==> src/hdl/gtpu_pkg.sv <==
// Shared constants, codes and controller/datapath interface types for the
// GTP-U tunnel flow counter. No dependencies.
`timescale 1ns / 1ps

package gtpu_pkg;

  localparam int TABLE_ENTRIES = 1024;
  localparam int IDX_W = $clog2(TABLE_ENTRIES);
  localparam int CNT_W = $clog2(TABLE_ENTRIES + 1);
  localparam int HEADER_BYTES = 90;

  localparam logic [15:0] TUNNEL_PORT_RST = 16'd2152;
  localparam logic [15:0] MIN_LEN = 16'd34;
  localparam logic [6:0]  ETH_LEN = 7'd14;
  localparam logic [15:0] UDP_GTP_LEN = 16'd16;
  localparam logic [15:0] ETYPE_IPV4 = 16'h0800;
  localparam logic [7:0]  PROTO_UDP = 8'd17;

  localparam logic [1:0] KIND_BYTE  = 2'd0;
  localparam logic [1:0] KIND_TRACK = 2'd1;
  localparam logic [1:0] KIND_READ  = 2'd2;

  localparam logic [2:0] ST_NOT_GTP   = 3'd0;
  localparam logic [2:0] ST_UNTRACKED = 3'd1;
  localparam logic [2:0] ST_COUNTED   = 3'd2;
  localparam logic [2:0] ST_ADDED     = 3'd3;
  localparam logic [2:0] ST_ALREADY   = 3'd4;
  localparam logic [2:0] ST_FULL      = 3'd5;
  localparam logic [2:0] ST_READ_HIT  = 3'd6;
  localparam logic [2:0] ST_READ_MISS = 3'd7;

  typedef struct packed {
    logic scan_start;
    logic tid_rd;
    logic idx_inc;
    logic ctr_rd;
    logic fin_nongtp;
    logic fin_miss;
    logic fin_hit;
  } dp_cmd_t;

  typedef struct packed {
    logic gtp_ok;
    logic at_end;
    logic match;
  } dp_sts_t;

endpackage

==> src/hdl/gtpu_ctrl.sv <==
// Sequencer for the GTP-U flow counter: packet check, table scan, counter
// update. Depends on gtpu_pkg.
`timescale 1ns / 1ps

module gtpu_ctrl (
  input  logic             clk_i,
  input  logic             rst_ni,
  input  logic             accept_i,
  input  logic [1:0]       kind_i,
  input  logic             last_byte_i,
  input  gtpu_pkg::dp_sts_t sts_i,
  output gtpu_pkg::dp_cmd_t cmd_o,
  output logic             busy_o
);

  localparam logic [2:0] S_IDLE  = 3'd0;
  localparam logic [2:0] S_CHECK = 3'd1;
  localparam logic [2:0] S_SRD   = 3'd2;
  localparam logic [2:0] S_SCMP  = 3'd3;
  localparam logic [2:0] S_CUPD  = 3'd5;

  logic [2:0] state_q, state_d;

  always_comb begin
    state_d = state_q;
    cmd_o = '0;
    unique case (state_q)
      S_IDLE: begin
        if (accept_i) begin
          if (kind_i == gtpu_pkg::KIND_BYTE) begin
            if (last_byte_i) state_d = S_CHECK;
          end else if (kind_i == gtpu_pkg::KIND_TRACK || kind_i == gtpu_pkg::KIND_READ) begin
            state_d = S_SRD;
          end
        end
      end
      S_CHECK: begin
        if (sts_i.gtp_ok) begin
          cmd_o.scan_start = 1'b1;
          state_d = S_SRD;
        end else begin
          cmd_o.fin_nongtp = 1'b1;
          state_d = S_IDLE;
        end
      end
      S_SRD: begin
        if (sts_i.at_end) begin
          cmd_o.fin_miss = 1'b1;
          state_d = S_IDLE;
        end else begin
          cmd_o.tid_rd = 1'b1;
          state_d = S_SCMP;
        end
      end
      S_SCMP: begin
        if (sts_i.match) begin
          cmd_o.ctr_rd = 1'b1;
          state_d = S_CUPD;
        end else begin
          cmd_o.idx_inc = 1'b1;
          state_d = S_SRD;
        end
      end
      S_CUPD: begin
        cmd_o.fin_hit = 1'b1;
        state_d = S_IDLE;
      end
      default: state_d = S_IDLE;
    endcase
  end

  always_ff @(posedge clk_i or negedge rst_ni) begin
    if (!rst_ni) state_q <= S_IDLE;
    else         state_q <= state_d;
  end

  assign busy_o = (state_q != S_IDLE);

  a_no_accept_busy: assert property (@(posedge clk_i) disable iff (!rst_ni)
    busy_o |-> !accept_i) else $error("accept while busy");
  a_cupd_follows_crd: assert property (@(posedge clk_i) disable iff (!rst_ni)
    cmd_o.fin_hit |-> $past(cmd_o.ctr_rd)) else $error("hit without counter read");
  a_single_fin: assert property (@(posedge clk_i) disable iff (!rst_ni)
    $onehot0({cmd_o.fin_nongtp, cmd_o.fin_miss, cmd_o.fin_hit}))
    else $error("multiple finishes");

endmodule

==> config.mk <==
export PLATFORM = sky130hd
export DESIGN_NAME = gtpu_ctrl
export DESIGN_NICKNAME = d
export VERILOG_FILES = /design/src/hdl/gtpu_pkg.sv /design/src/hdl/gtpu_ctrl.sv
export SDC_FILE = /design/constraint.sdc
export NUM_CORES = 1
export LEC_CHECK = 0
export BUFFER_PORTS_ARGS = -buffer_cell sky130_fd_sc_hd__buf_2
export CAP_MARGIN = 10
export CORE_AREA = 3 3 40 42
export CTS_CLUSTER_SIZE = 24
export DETAILED_ROUTE_END_ITERATION = 10
export DIE_AREA = 0 0 43 45
export REMOVE_ABC_BUFFERS = 1
export SLEW_MARGIN = 15
export SYNTH_ARGS = -nofsm -noshare
export SYNTH_HDL_FRONTEND = slang
export SYNTH_SLANG_ARGS = --single-unit
==> constraint.sdc <==
create_clock -name clk_i -period 1.54 [get_ports clk_i]
set_input_delay 0 -clock clk_i [delete_from_list [all_inputs] [get_ports clk_i]]
set_output_delay 0 -clock clk_i [all_outputs]
set_load 0.02 [all_outputs]
# --- Word-level counts from Yosys, hierarchy flattened ---
# Index checks and enable logic that the tools add are counted.
word_totals:
  mem_bits_rw: 0
  elab_cells: 35
  ff_bits: 3
  input_bits: 9
  out_inout_bits: 8
  romBits: 0
  memories: 0
  latchBits: 0
classes:
  shift: 0
  reduce_logical: 5
  bitwise: 0
  n_eq_ne: 9
  div: 0
  n_addsub: 0
  mul: 0
  order_cmp: 0
  muxes: 20
op_table:
  columns: ["op", "n"]
  rows:
  - ["$mux 3", 5]
  - ["$pmux 3 s4", 1]
  - ["$mux 1", 11]
  - ["$eq 3x2->1 const B", 2]
  - ["$mux 2", 3]
  - ["$ne 3x3->1 const B", 2]
  - ["$eq 3x1->1 const B", 1]
  - ["$eq 3x3->1 const B", 1]
  - ["$logic_not 3->1", 1]
  - ["$reduce_and 3->1", 1]
  - ["$reduce_bool 3->1", 1]
  - ["$eq 2x1->1 const B", 1]
  - ["$eq 2x2->1 const B", 1]
  - ["$logic_not 2->1", 1]
  - ["$ne 2x2->1 const B", 1]
  - ["$logic_or 1x1->1", 1]

# --- Longest topological paths before layout ---
logic_depth:
  depth_word: 6
  ltp_mapped: 4
  ltp_nobuf: 3

# --- Worst setup path before layout ---
# No wires, ideal clock.
synth_timing:
  path_type: "register to register"
  startpoint: "register state_q[1]"
  endpoint: "register state_q[1]"
  setup_slack_ps: 157
  path_stages_with_launch: 3
  t_required_ps: 1473
  synth_period_minus_slack_ps: 1383
  setup_ps: 67
  arrival_ps: 1316
  path_buffers: 0
  path_cell_list: "dfrtp_1 -> nor4bb_2 -> o32a_1"
synth_via:
  elab_chain_cells: 3
  elab_cells_between_ends: 9
  cone_classes: "eq/ne (6); mux (1); reduce/logical (2)"
synth_lines:
  columns: ["element", "line_no", "source"]
  rows:
  - ["start: declaration", "gtpu_ctrl.sv:22", "logic [2:0] state_q, state_d;"]
  - ["start signal: assignment", "gtpu_ctrl.sv:74", "else state_q <= state_d;"]
  - ["$logic_not 3->1", "gtpu_ctrl.sv:27", "unique case (state_q)"]
  - ["$ne 3x3->1 (no line) / $ne 2x2->1 (equally long branches)", null, null]
  - ["$reduce_and 3->1 (no line)", null, null]
# Parallel ways exist; a longest one is shown, timed or not.
# A chain may end at the register's enable or synchronous reset.

# --- Worst setup path in the final report ---
layout_timing:
  startpoint: "register state_q[1]"
  endpoint: "output busy_o"
layout_via:
  elab_chain_cells: 1
layout_lines:
  columns: ["element", "line_no", "source"]
  rows:
  - ["$reduce_bool 3->1", "gtpu_ctrl.sv:77", "assign busy_o = (state_q != S_IDLE);"]
  - ["end: declaration", "gtpu_ctrl.sv:13", "output logic busy_o"]
# No other way between the ends.

==> run metrics <==
Worst slew margin 0.721; Detail Route Antenna Nets 0; Synth Instances 29; YS warnings 0; max reg flops 3; syn_area_per_cell roughly 9 µm²; vias in the first global route around 270; Die Ht 45 µm; Nets about 60; WP data arrival ~1.4 ns; clock slew at reported path FFs 0.04 ns; WP data required 1.54 ns; layout cells sized above 1 0.490; Final setup viols 0; min Tclk post-route 1.39 ns; Die Area 0.00194 mm²; wire length per cell 10.5 µm; TNS Setup 0 ns; crit path kind reg2out; Yosys top cell area share 0.287; Final HPWL DP 517 µm; GR Overflow Total 0; row cnt 13; final hold vios 0; Unique masters post-synth 20; worst slew pin tran 0.408 ns; Routed WL 675 µm; vias per cell between 4 and 5; CP Max Fanout 9; root buf cell clkbuf_4; drt first-iter violations 4; Placer Congestion 0.697; cts repair resizes 0; Post-CTS Hold Buffers 1; Post-CTS Setup Inserts 0; DR vias 288; top cell type by total area after synthesis dfrtp_1; Fmax 718 MHz; Initial Util 0.204; Max-Cap Viols 0; clock latency on the worst-skew pair 0.23 ns; Ant. Diodes 0; critical path launch point type register; area grow syn2layout 44.5%; status finished clean; Critical Path Sink Type output port; fin. max-slew vios 0; RSZ-0062 raised after global routing false; power density over cell area 1580 mW/mm²; core area between 0.001 and 0.0015 mm²; most common cell after layout, fill and taps aside buf_2; WHS 0.0486 ns; IO Port Bufs 16; biggest regs state_q (3); Remaining DRCs 0; Final Skew 0.00368 ns; Cell Area, Synth 262 µm²; Die Span X 43 µm; Lkg Pwr 0.187 nW; pin count of the biggest net entering global routing 12; worst path cell trace or3_2, buf_2; H-tree depth 1; Max clock buf depth 2; All-Layer GR Usage 0.0800; Final period util 0.905; Synth area leaders dfrtp_1 29%, nor2_1 10%, bufbuf_8 7.2%; hold crit path type in2reg; first-pass GRT wire length 1180 µm; sequential share of the synthesized area 0.287; Num CTS Buffers 3; initial antenna violation count 0; most frequent cells in the layout 16 x buf_2, 7 x nor2_1, 3 x clkbuf_4, 3 x dfrtp_1, 2 x nand2b_1; I/O Pins 17; CTS tree built; Crit path largest cell delay 0.51 ns; Pre-antenna DRT Iters 4; clk sinks 3; slowest CP cell or3_2; Largest Register state_q; Peak VDD IR about 0.61 mV; flops & latches, synth 3
final cells by class:
type,instances,area [µm²]
multi-input combinational,24,164
inverter,1,3.75
fill,144,907
timing repair buffer,17,90.1
clock buffer,4,26.3
sequential,3,75.1
tap,15,18.8
worst max-delay path, delay by kind of cell (launching register included):
family / cells / cell delay [ns]
DFF: 1 / 0.49
buffers and inverters: 1 / 0.17
and+or+nand+nor: 1 / 0.51
power breakdown:
| group | switching [mW] | internal (mW) | total, mW |
|---|---|---|---|
| Combinational | 0.156 | 0.132 | 0.288 |
| Sequential | 0.0694 | 0.105 | 0.174 |
| Clock | 0.0373 | 0.0969 | 0.134 |
metal layers:
| metal | global-route usage | wire length (µm) |
|---|---|---|
| met5 | 0 | 0 |
| met4 | 0 | 0 |
| met3 | 0.0359 | 57 |
| met2 | 0.117 | 249 |
| met1 | 0.116 | 368 |
Yosys cell counts (all sizes together):
master,count
bufbuf,1
or3,1
nor2,7
nand3,1
nand3b,1
o31ai,1
nor4bb,1
dfrtp,3
nor4b,1
nand2,1
o32a,1
a2111oi,1
nor3,2
nand4,1
nand2b,3
and3b,1
inv,1
a21oi,1
stage by stage:
stage / power (mW) / cells / setup WS [ns] / cell area (µm²) / utilization
CTS: 0.606 / 64 / 0.140 / 378 / 0.294
floorplan: 0.369 / 28 / 0.157 / 243 / -
detailed placement: 0.460 / 59 / 0.363 / 342 / 0.266
global placement: 0.456 / 59 / 0.376 / 342 / 0.266
finish: 0.596 / 64 / 0.146 / 378 / 0.294
global route: 0.647 / 64 / 0.0981 / 378 / 0.294
final timing paths:
check                                       startpoint  cells past startpoint  slack, ns                     end
worst max-delay path            state_q[1]$_DFFE_PN0P_                      2       0.15                  busy_o
worst min-delay path                          sts_i[0]                      3       0.05  state_q[2]$_DFFE_PN0P_
worst max register to register  state_q[0]$_DFFE_PN0P_                      2       0.36  state_q[1]$_DFFE_PN0P_
worst min register to register  state_q[2]$_DFFE_PN0P_                      1       0.59  state_q[0]$_DFFE_PN0P_
max in group asynchronous                       rst_ni                      2       1.34  state_q[0]$_DFFE_PN0P_
min in group asynchronous                       rst_ni                      2       0.09  state_q[1]$_DFFE_PN0P_
cell families after synthesis:
logic type	synth area share
AND/OR/NAND/NOR	0.507
AO/OA/AOI/OAI	0.120
flip-flops	0.287
buffers and inverters	0.0861
Power figures use the tool's default switching activity.
